[src/rtl/prqs_pkg.sv]
package prqs_pkg;

    // Fixed widths of the transaction fields.
    localparam int REQ_W    = 2;
    localparam int ID_W     = 5;
    localparam int LEVEL_W  = 5;
    localparam int STATUS_W = 2;

    typedef enum logic [REQ_W-1:0] {
        REQ_INSERT   = 2'd0,
        REQ_REMOVE   = 2'd1,
        REQ_SCHEDULE = 2'd2,
        REQ_IGNORE   = 2'd3
    } req_kind_t;

    typedef enum logic [STATUS_W-1:0] {
        ST_OK        = 2'd0,
        ST_ALREADY   = 2'd1,
        ST_NOT_READY = 2'd2,
        ST_NOTHING   = 2'd3
    } status_t;

    typedef struct packed {
        req_kind_t            req_type;
        logic [ID_W-1:0]      thread_id;
        logic [LEVEL_W-1:0]   priority_level;
    } prqs_item_t;

    typedef struct packed {
        status_t              status;
        logic                 switched;
        logic                 prior_valid;
        logic [ID_W-1:0]      prior_thread;
        logic [ID_W-1:0]      chosen_thread;
        logic [LEVEL_W-1:0]   chosen_level;
    } prqs_result_t;

endpackage

[src/rtl/prqs_req_if.sv]
interface prqs_req_if;
    import prqs_pkg::*;

    logic               valid;
    logic               ready;
    logic [REQ_W-1:0]   req_type;
    logic [ID_W-1:0]    thread_id;
    logic [LEVEL_W-1:0] priority_level;

    modport source (
        output valid,
        output req_type,
        output thread_id,
        output priority_level,
        input  ready
    );

    modport sink (
        input  valid,
        input  req_type,
        input  thread_id,
        input  priority_level,
        output ready
    );

endinterface

[src/rtl/prqs_rsp_if.sv]
interface prqs_rsp_if;
    import prqs_pkg::*;

    logic                valid;
    logic                ready;
    logic [STATUS_W-1:0] status;
    logic                switched;
    logic                prior_valid;
    logic [ID_W-1:0]     prior_thread;
    logic [ID_W-1:0]     chosen_thread;
    logic [LEVEL_W-1:0]  chosen_level;

    modport source (
        output valid,
        output status,
        output switched,
        output prior_valid,
        output prior_thread,
        output chosen_thread,
        output chosen_level,
        input  ready
    );

    modport sink (
        input  valid,
        input  status,
        input  switched,
        input  prior_valid,
        input  prior_thread,
        input  chosen_thread,
        input  chosen_level,
        output ready
    );

endinterface

[src/rtl/prqs_pick.sv]
module prqs_pick #(
    parameter int NUM_LEVELS = 32
) (
    input  logic [NUM_LEVELS-1:0]         bitmap,
    output logic                          any,
    output logic [$clog2(NUM_LEVELS)-1:0] level
);
    localparam int LW = $clog2(NUM_LEVELS);

    // Lowest-numbered set bit wins; scanning from the top lets it land last.
    always_comb
    begin
        any   = |bitmap;
        level = '0;
        for (int i = NUM_LEVELS - 1; i >= 0; i--)
        begin
            if (bitmap[i])
            begin
                level = LW'(i);
            end
        end
    end

endmodule

[src/rtl/prqs_queue.sv]
module prqs_queue #(
    parameter int NUM_LEVELS  = 32,
    parameter int NUM_THREADS = 32
) (
    input  logic                   clk,
    input  logic                   rst_n,
    input  logic                   step,
    input  prqs_pkg::prqs_item_t   item,
    output prqs_pkg::prqs_result_t result
);
    import prqs_pkg::*;

    localparam int ID_SPAN = 1 << ID_W;
    localparam int NT      = (NUM_THREADS < ID_SPAN) ? NUM_THREADS : ID_SPAN;
    localparam int TW      = $clog2(NT);
    localparam int LW      = $clog2(NUM_LEVELS);

    // List storage. These hold nothing meaningful until written, so no reset.
    logic [TW-1:0] level_head_reg   [NUM_LEVELS];
    logic [TW-1:0] level_tail_reg   [NUM_LEVELS];
    logic [TW-1:0] next_link_reg    [NT];
    logic [TW-1:0] prev_link_reg    [NT];
    logic [LW-1:0] thread_level_reg [NT];

    logic [NUM_LEVELS-1:0] ready_bitmap_reg, ready_bitmap_next;
    logic [NT-1:0]         thread_ready_reg, thread_ready_next;
    logic [TW-1:0]         running_thread_reg, running_thread_next;
    logic                  running_valid_reg, running_valid_next;
    logic [LW-1:0]         running_level_reg, running_level_next;

    logic          tid_ok;
    logic [TW-1:0] tid;
    logic [LW-1:0] ins_lvl;
    logic [LW-1:0] cur_lvl;
    logic          pick_any;
    logic [LW-1:0] pick_lvl;
    logic [LW-1:0] head_ra, tail_ra;
    logic [TW-1:0] head_rd, tail_rd, next_rd, prev_rd;

    logic          head_we, tail_we, next_we, prev_we, tlvl_we;
    logic [LW-1:0] head_wa, tail_wa;
    logic [TW-1:0] head_wd, tail_wd, next_wa, next_wd, prev_wa, prev_wd;

    assign tid_ok  = 32'(item.thread_id) < 32'(NT);
    assign tid     = item.thread_id[TW-1:0];
    assign ins_lvl = (32'(item.priority_level) >= 32'(NUM_LEVELS)) ?
                     LW'(NUM_LEVELS - 1) : item.priority_level[LW-1:0];
    assign cur_lvl = thread_level_reg[tid];

    prqs_pick #(
        .NUM_LEVELS (NUM_LEVELS)
    ) u_pick (
        .bitmap (ready_bitmap_reg),
        .any    (pick_any),
        .level  (pick_lvl)
    );

    // One read address per table, chosen by the request kind.
    assign head_ra = (item.req_type == REQ_SCHEDULE) ? pick_lvl : cur_lvl;
    assign tail_ra = (item.req_type == REQ_INSERT) ? ins_lvl : cur_lvl;
    assign head_rd = level_head_reg[head_ra];
    assign tail_rd = level_tail_reg[tail_ra];
    assign next_rd = next_link_reg[tid];
    assign prev_rd = prev_link_reg[tid];

    always_comb
    begin
        result              = '0;
        result.status       = ST_OK;
        ready_bitmap_next   = ready_bitmap_reg;
        thread_ready_next   = thread_ready_reg;
        running_thread_next = running_thread_reg;
        running_valid_next  = running_valid_reg;
        running_level_next  = running_level_reg;
        head_we = 1'b0;
        head_wa = cur_lvl;
        head_wd = tid;
        tail_we = 1'b0;
        tail_wa = cur_lvl;
        tail_wd = tid;
        next_we = 1'b0;
        next_wa = tail_rd;
        next_wd = tid;
        prev_we = 1'b0;
        prev_wa = tid;
        prev_wd = tail_rd;
        tlvl_we = 1'b0;

        unique case (item.req_type)
            REQ_INSERT:
            begin
                if (!tid_ok)
                begin
                    result.status = ST_NOT_READY;
                end
                else if (thread_ready_reg[tid])
                begin
                    result.status = ST_ALREADY;
                end
                else
                begin
                    if (ready_bitmap_reg[ins_lvl])
                    begin
                        // Append behind the current tail.
                        next_we = 1'b1;
                        prev_we = 1'b1;
                    end
                    else
                    begin
                        head_we = 1'b1;
                        head_wa = ins_lvl;
                    end
                    tail_we = 1'b1;
                    tail_wa = ins_lvl;
                    tlvl_we = 1'b1;
                    thread_ready_next[tid]     = 1'b1;
                    ready_bitmap_next[ins_lvl] = 1'b1;
                end
            end
            REQ_REMOVE:
            begin
                if (!tid_ok || !thread_ready_reg[tid])
                begin
                    result.status = ST_NOT_READY;
                end
                else
                begin
                    priority if (head_rd == tid && tail_rd == tid)
                    begin
                        ready_bitmap_next[cur_lvl] = 1'b0;
                    end
                    else if (head_rd == tid)
                    begin
                        head_we = 1'b1;
                        head_wd = next_rd;
                    end
                    else if (tail_rd == tid)
                    begin
                        tail_we = 1'b1;
                        tail_wd = prev_rd;
                    end
                    else
                    begin
                        // Splice the neighbors together.
                        next_we = 1'b1;
                        next_wa = prev_rd;
                        next_wd = next_rd;
                        prev_we = 1'b1;
                        prev_wa = next_rd;
                        prev_wd = prev_rd;
                    end
                    thread_ready_next[tid] = 1'b0;
                end
            end
            REQ_SCHEDULE:
            begin
                if (!pick_any)
                begin
                    result.status = ST_NOTHING;
                end
                else
                begin
                    result.chosen_thread = ID_W'(head_rd);
                    if (!running_valid_reg || head_rd != running_thread_reg)
                    begin
                        result.switched     = 1'b1;
                        result.prior_valid  = running_valid_reg;
                        result.prior_thread = running_valid_reg ?
                                              ID_W'(running_thread_reg) : '0;
                        running_thread_next = head_rd;
                        running_valid_next  = 1'b1;
                        running_level_next  = pick_lvl;
                    end
                end
            end
            REQ_IGNORE:
            begin
                result.status = ST_OK;
            end
            default:
            begin
                result.status = ST_OK;
            end
        endcase

        result.chosen_level = LEVEL_W'(running_level_next);
    end

    always_ff @(posedge clk or negedge rst_n)
    begin
        if (!rst_n)
        begin
            ready_bitmap_reg   <= '0;
            thread_ready_reg   <= '0;
            running_thread_reg <= '0;
            running_valid_reg  <= 1'b0;
            running_level_reg  <= LW'(NUM_LEVELS - 1);
        end
        else if (step)
        begin
            ready_bitmap_reg   <= ready_bitmap_next;
            thread_ready_reg   <= thread_ready_next;
            running_thread_reg <= running_thread_next;
            running_valid_reg  <= running_valid_next;
            running_level_reg  <= running_level_next;
        end
    end

    always_ff @(posedge clk)
    begin
        if (step && head_we)
        begin
            level_head_reg[head_wa] <= head_wd;
        end
        if (step && tail_we)
        begin
            level_tail_reg[tail_wa] <= tail_wd;
        end
        if (step && next_we)
        begin
            next_link_reg[next_wa] <= next_wd;
        end
        if (step && prev_we)
        begin
            prev_link_reg[prev_wa] <= prev_wd;
        end
        if (step && tlvl_we)
        begin
            thread_level_reg[tid] <= ins_lvl;
        end
    end

endmodule

[src/rtl/priority_ready_queue_scheduler.sv]
// Hardware ready queue for a real-time kernel. Each request transaction
// (insert a thread at a priority level, remove a thread, or schedule) yields
// exactly one response transaction. Every level keeps a FIFO of thread
// numbers as a doubly linked list, and a ready bitmap marks non-empty levels;
// a schedule picks the head of the lowest-numbered ready level and reports a
// switch when it differs from the running thread. Faults are reported in
// status: double insert (already ready), removing a thread that is not ready
// or is out of range (not ready), and scheduling with nothing ready. Priority
// levels at or beyond NUM_LEVELS saturate to the lowest priority, and thread
// numbers at or beyond NUM_THREADS are rejected. A request is latched in an
// input register and resolved into a response register once that register
// is free or is being emptied, and a new request is accepted every cycle as
// long as responses are taken; the throughput is one transaction per cycle,
// set by the single read-modify-write of the link tables held in flip-flops.
// There is no clearing pass after reset.
module priority_ready_queue_scheduler #(
    parameter int NUM_LEVELS  = 32,
    parameter int NUM_THREADS = 32
) (
    input  logic        clk,
    input  logic        rst_n,
    prqs_req_if.sink    req,
    prqs_rsp_if.source  rsp
);
    import prqs_pkg::*;

    // Input register: holds one accepted request until it is resolved.
    prqs_item_t   item_reg;
    logic         item_valid_reg, item_valid_next;

    // Response register: holds one finished result until it is taken.
    prqs_result_t result_reg;
    logic         rsp_valid_reg, rsp_valid_next;

    prqs_result_t result;
    logic         req_fire;
    logic         advance;

    // The held request resolves whenever the response register is free or
    // is being emptied in this same cycle; the queue state updates then.
    assign advance  = item_valid_reg && (!rsp_valid_reg || rsp.ready);
    // The input register takes a new request when it is empty or draining.
    assign req.ready = !item_valid_reg || advance;
    assign req_fire  = req.valid && req.ready;

    prqs_queue #(
        .NUM_LEVELS  (NUM_LEVELS),
        .NUM_THREADS (NUM_THREADS)
    ) u_queue (
        .clk    (clk),
        .rst_n  (rst_n),
        .step   (advance),
        .item   (item_reg),
        .result (result)
    );

    always_comb
    begin
        item_valid_next = item_valid_reg;
        if (req_fire)
        begin
            item_valid_next = 1'b1;
        end
        else if (advance)
        begin
            item_valid_next = 1'b0;
        end

        rsp_valid_next = rsp_valid_reg;
        if (advance)
        begin
            rsp_valid_next = 1'b1;
        end
        else if (rsp.ready)
        begin
            rsp_valid_next = 1'b0;
        end
    end

    always_ff @(posedge clk or negedge rst_n)
    begin
        if (!rst_n)
        begin
            item_valid_reg <= 1'b0;
            rsp_valid_reg  <= 1'b0;
        end
        else
        begin
            item_valid_reg <= item_valid_next;
            rsp_valid_reg  <= rsp_valid_next;
        end
    end

    // Payload registers carry no reset; their valid flags qualify them.
    always_ff @(posedge clk)
    begin
        if (req_fire)
        begin
            item_reg.req_type       <= req_kind_t'(req.req_type);
            item_reg.thread_id      <= req.thread_id;
            item_reg.priority_level <= req.priority_level;
        end
        if (advance)
        begin
            result_reg <= result;
        end
    end

    assign rsp.valid         = rsp_valid_reg;
    assign rsp.status        = result_reg.status;
    assign rsp.switched      = result_reg.switched;
    assign rsp.prior_valid   = result_reg.prior_valid;
    assign rsp.prior_thread  = result_reg.prior_thread;
    assign rsp.chosen_thread = result_reg.chosen_thread;
    assign rsp.chosen_level  = result_reg.chosen_level;

endmodule

[src/flat_wrapper.sv]
// flat-port wrapper written by rule: the top's interface ports become plain ports
module priority_ready_queue_scheduler_flat import prqs_pkg::*;
#(
    parameter int NUM_LEVELS  = 32,
    parameter int NUM_THREADS = 32
)
  (clk, rst_n, req_valid, req_req_type, req_thread_id, req_priority_level, req_ready, rsp_valid, rsp_status, rsp_switched, rsp_prior_valid, rsp_prior_thread, rsp_chosen_thread, rsp_chosen_level, rsp_ready);
  prqs_req_if req_i ();
  prqs_rsp_if rsp_i ();
  input  logic clk;
  input  logic rst_n;
  input wire logic [$bits(req_i.valid)-1:0] req_valid;
  input wire logic [$bits(req_i.req_type)-1:0] req_req_type;
  input wire logic [$bits(req_i.thread_id)-1:0] req_thread_id;
  input wire logic [$bits(req_i.priority_level)-1:0] req_priority_level;
  output wire logic [$bits(req_i.ready)-1:0] req_ready;
  output wire logic [$bits(rsp_i.valid)-1:0] rsp_valid;
  output wire logic [$bits(rsp_i.status)-1:0] rsp_status;
  output wire logic [$bits(rsp_i.switched)-1:0] rsp_switched;
  output wire logic [$bits(rsp_i.prior_valid)-1:0] rsp_prior_valid;
  output wire logic [$bits(rsp_i.prior_thread)-1:0] rsp_prior_thread;
  output wire logic [$bits(rsp_i.chosen_thread)-1:0] rsp_chosen_thread;
  output wire logic [$bits(rsp_i.chosen_level)-1:0] rsp_chosen_level;
  input wire logic [$bits(rsp_i.ready)-1:0] rsp_ready;
  assign req_i.valid = req_valid;
  assign req_i.req_type = req_req_type;
  assign req_i.thread_id = req_thread_id;
  assign req_i.priority_level = req_priority_level;
  assign req_ready = req_i.ready;
  assign rsp_valid = rsp_i.valid;
  assign rsp_status = rsp_i.status;
  assign rsp_switched = rsp_i.switched;
  assign rsp_prior_valid = rsp_i.prior_valid;
  assign rsp_prior_thread = rsp_i.prior_thread;
  assign rsp_chosen_thread = rsp_i.chosen_thread;
  assign rsp_chosen_level = rsp_i.chosen_level;
  assign rsp_i.ready = rsp_ready;
  priority_ready_queue_scheduler #(.NUM_LEVELS(NUM_LEVELS), .NUM_THREADS(NUM_THREADS)) u_core (.clk(clk), .rst_n(rst_n), .req(req_i), .rsp(rsp_i));
endmodule
[config.mk]
export PLATFORM = sky130hd
export DESIGN_NAME = priority_ready_queue_scheduler_flat
export DESIGN_NICKNAME = d
export VERILOG_FILES = /design/src/rtl/prqs_pkg.sv /design/src/rtl/prqs_req_if.sv /design/src/rtl/prqs_rsp_if.sv /design/src/rtl/prqs_pick.sv /design/src/rtl/prqs_queue.sv /design/src/rtl/priority_ready_queue_scheduler.sv /design/src/flat_wrapper.sv
export SDC_FILE = /design/constraint.sdc
export NUM_CORES = 1
export LEC_CHECK = 0
export BUFFER_PORTS_ARGS = -buffer_cell sky130_fd_sc_hd__buf_4
export CAP_MARGIN = 20
export CORE_MARGIN = 10
export CORE_UTILIZATION = 42
export DETAILED_ROUTE_END_ITERATION = 12
export MAX_ROUTING_LAYER = met4
export PLACE_DENSITY_LB_ADDON = 0.2
export REMOVE_ABC_BUFFERS = 1
export SLEW_MARGIN = 30
export SYNTH_ARGS = -nofsm -noshare
export SYNTH_HDL_FRONTEND = slang
export SYNTH_HIERARCHICAL = 1
export SYNTH_SLANG_ARGS = --single-unit
[constraint.sdc]
create_clock -name clk -period 7.3 [get_ports clk]
set_input_delay 1.46 -clock clk [delete_from_list [all_inputs] [get_ports clk]]
set_output_delay 1.46 -clock clk [all_outputs]
set_load 0.01 [all_outputs]
==> flow_summary_export.csv <==
group,metric,value,unit
timing,finalClockSkew,0.0401,ns
floorplan,start_util,0.423,
run,max-cap-violations,0,
global_route,grt_max_degree,56,
cts,cts_buffers,94,
yosys,synth-seq-cells,908,
placement,portBuffers,36,
finish,syn2layout_area_growth,13.8,%
drt,dr.first_iter.drc_count,2630,
worst_setup_path,path_class,"flip-flop to flip-flop",
finish,finalNetCount,2583,
yosys,synth_cell_types,82,
cts,clk_path_buf_depth,3,
worst_setup_path,crit_path_max_incr_delay,0.74,ns
yosys,synth_top_area_cell,"edfxtp_1",
timing,finalSetupViolations,0,
placement,dpl_worst_slack,0.536,ns
yosys,yosys.area.top_type_share,0.644,
worst_setup_path,start_kind,"flip-flop",
floorplan,num_rows,111,
timing,worst_pin_slew,0.973,ns
floorplan,fp.coreArea,91500,µm²
placement,gp_congestion,0.950,
worst_setup_path,crit_top_cell,"buf_4",
placement,hpwl,68.4,mm
yosys,avgSynthCellArea,15.9,µm²
yosys,netlist_instances,2435,
worst_setup_path,critPathTopFamily,"compound AO/OA/AOI/OAI gates",
cts,clk_pin_slew,0.06,ns
global_route,grt_pass1_wl,154,mm
drt,wirelength,102,mm
yosys,netlist_area,38700,µm²
worst_setup_path,r2r_end,"u_core/u_queue/next_link_reg[8][0]",
power_and_ir_drop,finalPower,12.6,mW
worst_hold_path,min-delay-start,"u_core/u_queue/running_valid_reg",
yosys,synth.area.top_cells,"edfxtp_1, mux4_2, dfrtp_1",
worst_setup_path,cp.depth,16,
timing,maxSlewViolCount,0,
timing,relSlewSlack,0.346,
worst_hold_path,worstHoldPathCells,1,
power_and_ir_drop,ir_worst_vdd,0.000177,V
cts,htree_levels,3,
worst_setup_path,reg2reg_from,"u_core/item_reg[9]",
cts,root_buffer,"clkbuf_16",
drt,viasPerCell,6.03,
worst_setup_path,arrival,7.05,ns
drt,firstDrtPassIters,6,
cts,post_cts_buffers,0,
drt,drc,0,
drt,ant_nets,0,
global_route,track_usage,0.201,
floorplan,die_area,105000,µm²
timing,setup_ws,0.542,ns
finish,drive_gt1_frac,0.210,
global_route,grt_pass1_vias,23200,
worst_setup_path,cp_cell_sequence,"or4b_1 -> o22ai_1 -> nor4_4 -> buf_4 -> a31oi_4 -> buf_12 -> mux2i_1 -> mux4_2 -> a211o_1 -> o21ai_0 -> nor4b_1 -> a31oi_1 -> buf_4 -> a21oi_2 -> a2bb2o_1 -> nor3_1",
cts,clk_latency,0.68,ns
timing,post-route-min-period,6.76,ns
timing,finalHoldViolations,0,
worst_hold_path,hp-class,"flip-flop to flip-flop",
timing,max_clock_freq,148,MHz
worst_setup_path,crit_path_top_delay_cell,"or4b_1",
worst_setup_path,endpoint_kind,"flip-flop",
worst_setup_path,path_buf_inv,3,
global_route,overflow,0,
yosys,synthArstFlopShare,0.0848,
worst_setup_path,r2r_cells,16,
timing,post-route-period-util,0.926,
outcome,status,"finished, final reports clean",
worst_setup_path,crit_required,7.60,ns
cts,clock-sinks,908,
drt,vias,23100,
global_route,antenna_found_initial,2,
power_and_ir_drop,cellPowerDensity,285,nW/µm²
yosys,ys_seq_area_frac,0.694,
worst_hold_path,hold_end,"u_core/u_queue/running_valid_reg",
worst_setup_path,crit_start,"u_core/item_reg[9]",
cts,cts_tree,"built",
power_and_ir_drop,power_leakage,14.8,nW
finish,fillers,7613,
floorplan,io_pins,37,
yosys,yosys_warnings,6,
drt,post_drt_wl_per_cell,26.6,µm
yosys,synth_edf_count,831,
yosys,synthFlopType,"edfxtp_1",
worst_setup_path,cp_max_fo,30,
floorplan,fp.dieW,324,µm
timing,rsz0062_at_grt,"false",
floorplan,chipHeight,324,µm
worst_setup_path,reg2reg_slack,0.54,ns
[logic make-up after synthesis]
family	count (synthesis)	synth area share
flip-flops	908	0.694
AND/OR/NAND/NOR	542	0.0761
AO/OA/AOI/OAI	447	0.0785
multiplexers	323	0.125
buffers and inverters	205	0.0238
XOR/XNOR	10	0.00226
[metal layers]
| layer | GRT usage | wire [µm] | vias to the layer above |
|---|---|---|---|
| met1 | 0.277 | 44400 | 11900 |
| li1 | - | - | 10000 |
| met2 | 0.303 | 47500 | 997 |
| met4 | 0.0619 | 2920 | 0 |
| met5 | - | 0 | - |
| met3 | 0.0346 | 7290 | 196 |
[final cells by class]
| class | instances | area, µm² | share of cell area |
|---|---|---|---|
| Tap cell | 1186 | 1480 | 0.0337 |
| Antenna cell | 2 | 5.00 | 0.000113 |
| Sequential cell | 908 | 26900 | 0.610 |
| Inverter | 61 | 229 | 0.00519 |
| Clock inverter | 53 | 499 | 0.0113 |
| Clock buffer | 123 | 2540 | 0.0577 |
| Multi-Input combinational cell | 1322 | 11000 | 0.250 |
| Timing Repair Buffer | 180 | 1400 | 0.0318 |
[Yosys cell counts (5+ instances only)]
cell type and instances:
a311oi_1 41, nand2_1 75, nand2b_1 16, or4_1 8, mux2i_1 155, or3_1 5, o21ai_0 51, edfxtp_1 831
nor2b_1 16, a31oi_1 18, buf_2 32, nor2_1 181, a31o_2 7, o21a_1 5, and2_1 21, buf_4 14
nor4_1 14, nor4_4 5, nor3_1 66, xnor2_1 6, o31ai_1 8, a22oi_1 65, mux4_2 124, o211ai_1 6
clkbuf_1 72, a211oi_1 45, nand4bb_1 5, a21oi_1 109, and3_1 24, buf_1 18, dfstp_2 5, o22ai_1 51
inv_1 59, nor3_2 13, mux2_2 42, nor3b_1 21, buf_6 8, dfrtp_1 72, nand4_1 25, nand4b_1 5
nand3_1 16
[how the worst max path moves through the flow]
stage | to | slack, ns
after global routing | u_core/u_queue/next_link_reg[24][4] | 0.18
after detailed placement | u_core/u_queue/next_link_reg[8][1] | 0.54
final | u_core/u_queue/next_link_reg[8][0] | 0.54
after global placement | u_core/u_queue/prev_link_reg[16][1] | 0.55
after CTS | u_core/u_queue/next_link_reg[8][0] | 0.51
after floorplan | u_core/u_queue/next_link_reg[11][0] | -7.17
[stage by stage]
stage	hold slack (ns)	utilization	std cells	cell area [µm²]	setup TNS, ns
global route	0.519	0.482	3834	44100	0
detailed placement	0.480	0.448	3657	41000	0
global placement	0.481	0.448	3655	41000	0
CTS	0.497	0.482	3833	44100	0
floorplan	0.457	-	2291	38000	-8453.29
finish	0.500	0.482	3835	44100	0
[timing repair]
item / CTS / global route
gates resized for setup: 0 / 1
hold buffers: 0 / 0
setup endpoints to repair: 0 / 5
[cells in the final DEF, fill, tap and decap left out, types with 17 or more instances in the layout]
| cell | n |
|---|---|
| clkinv_2 | 17 |
| clkbuf_1 | 24 |
| clkbuf_16 | 97 |
| and3_1 | 24 |
| a21oi_1 | 105 |
| mux2i_1 | 155 |
| o22ai_1 | 51 |
| and2_1 | 21 |
| nand4_1 | 25 |
| o21ai_0 | 44 |
| clkinv_1 | 19 |
| dfrtp_1 | 72 |
| a311oi_1 | 41 |
| edfxtp_1 | 831 |
| a22oi_1 | 65 |
| mux2_2 | 42 |
| nand2_1 | 75 |
| nor3_1 | 65 |
| mux4_2 | 124 |
| a211oi_1 | 45 |
| buf_4 | 176 |
| inv_1 | 59 |
| nor2_1 | 178 |
| nor3b_1 | 19 |
[power by group]
group	total (mW)	internal, mW	switching (mW)
Combinational	1.81	0.627	1.18
Clock	4.74	2.72	2.02
Sequential	6.01	5.92	0.0885
Power figures use the tool's default switching activity.
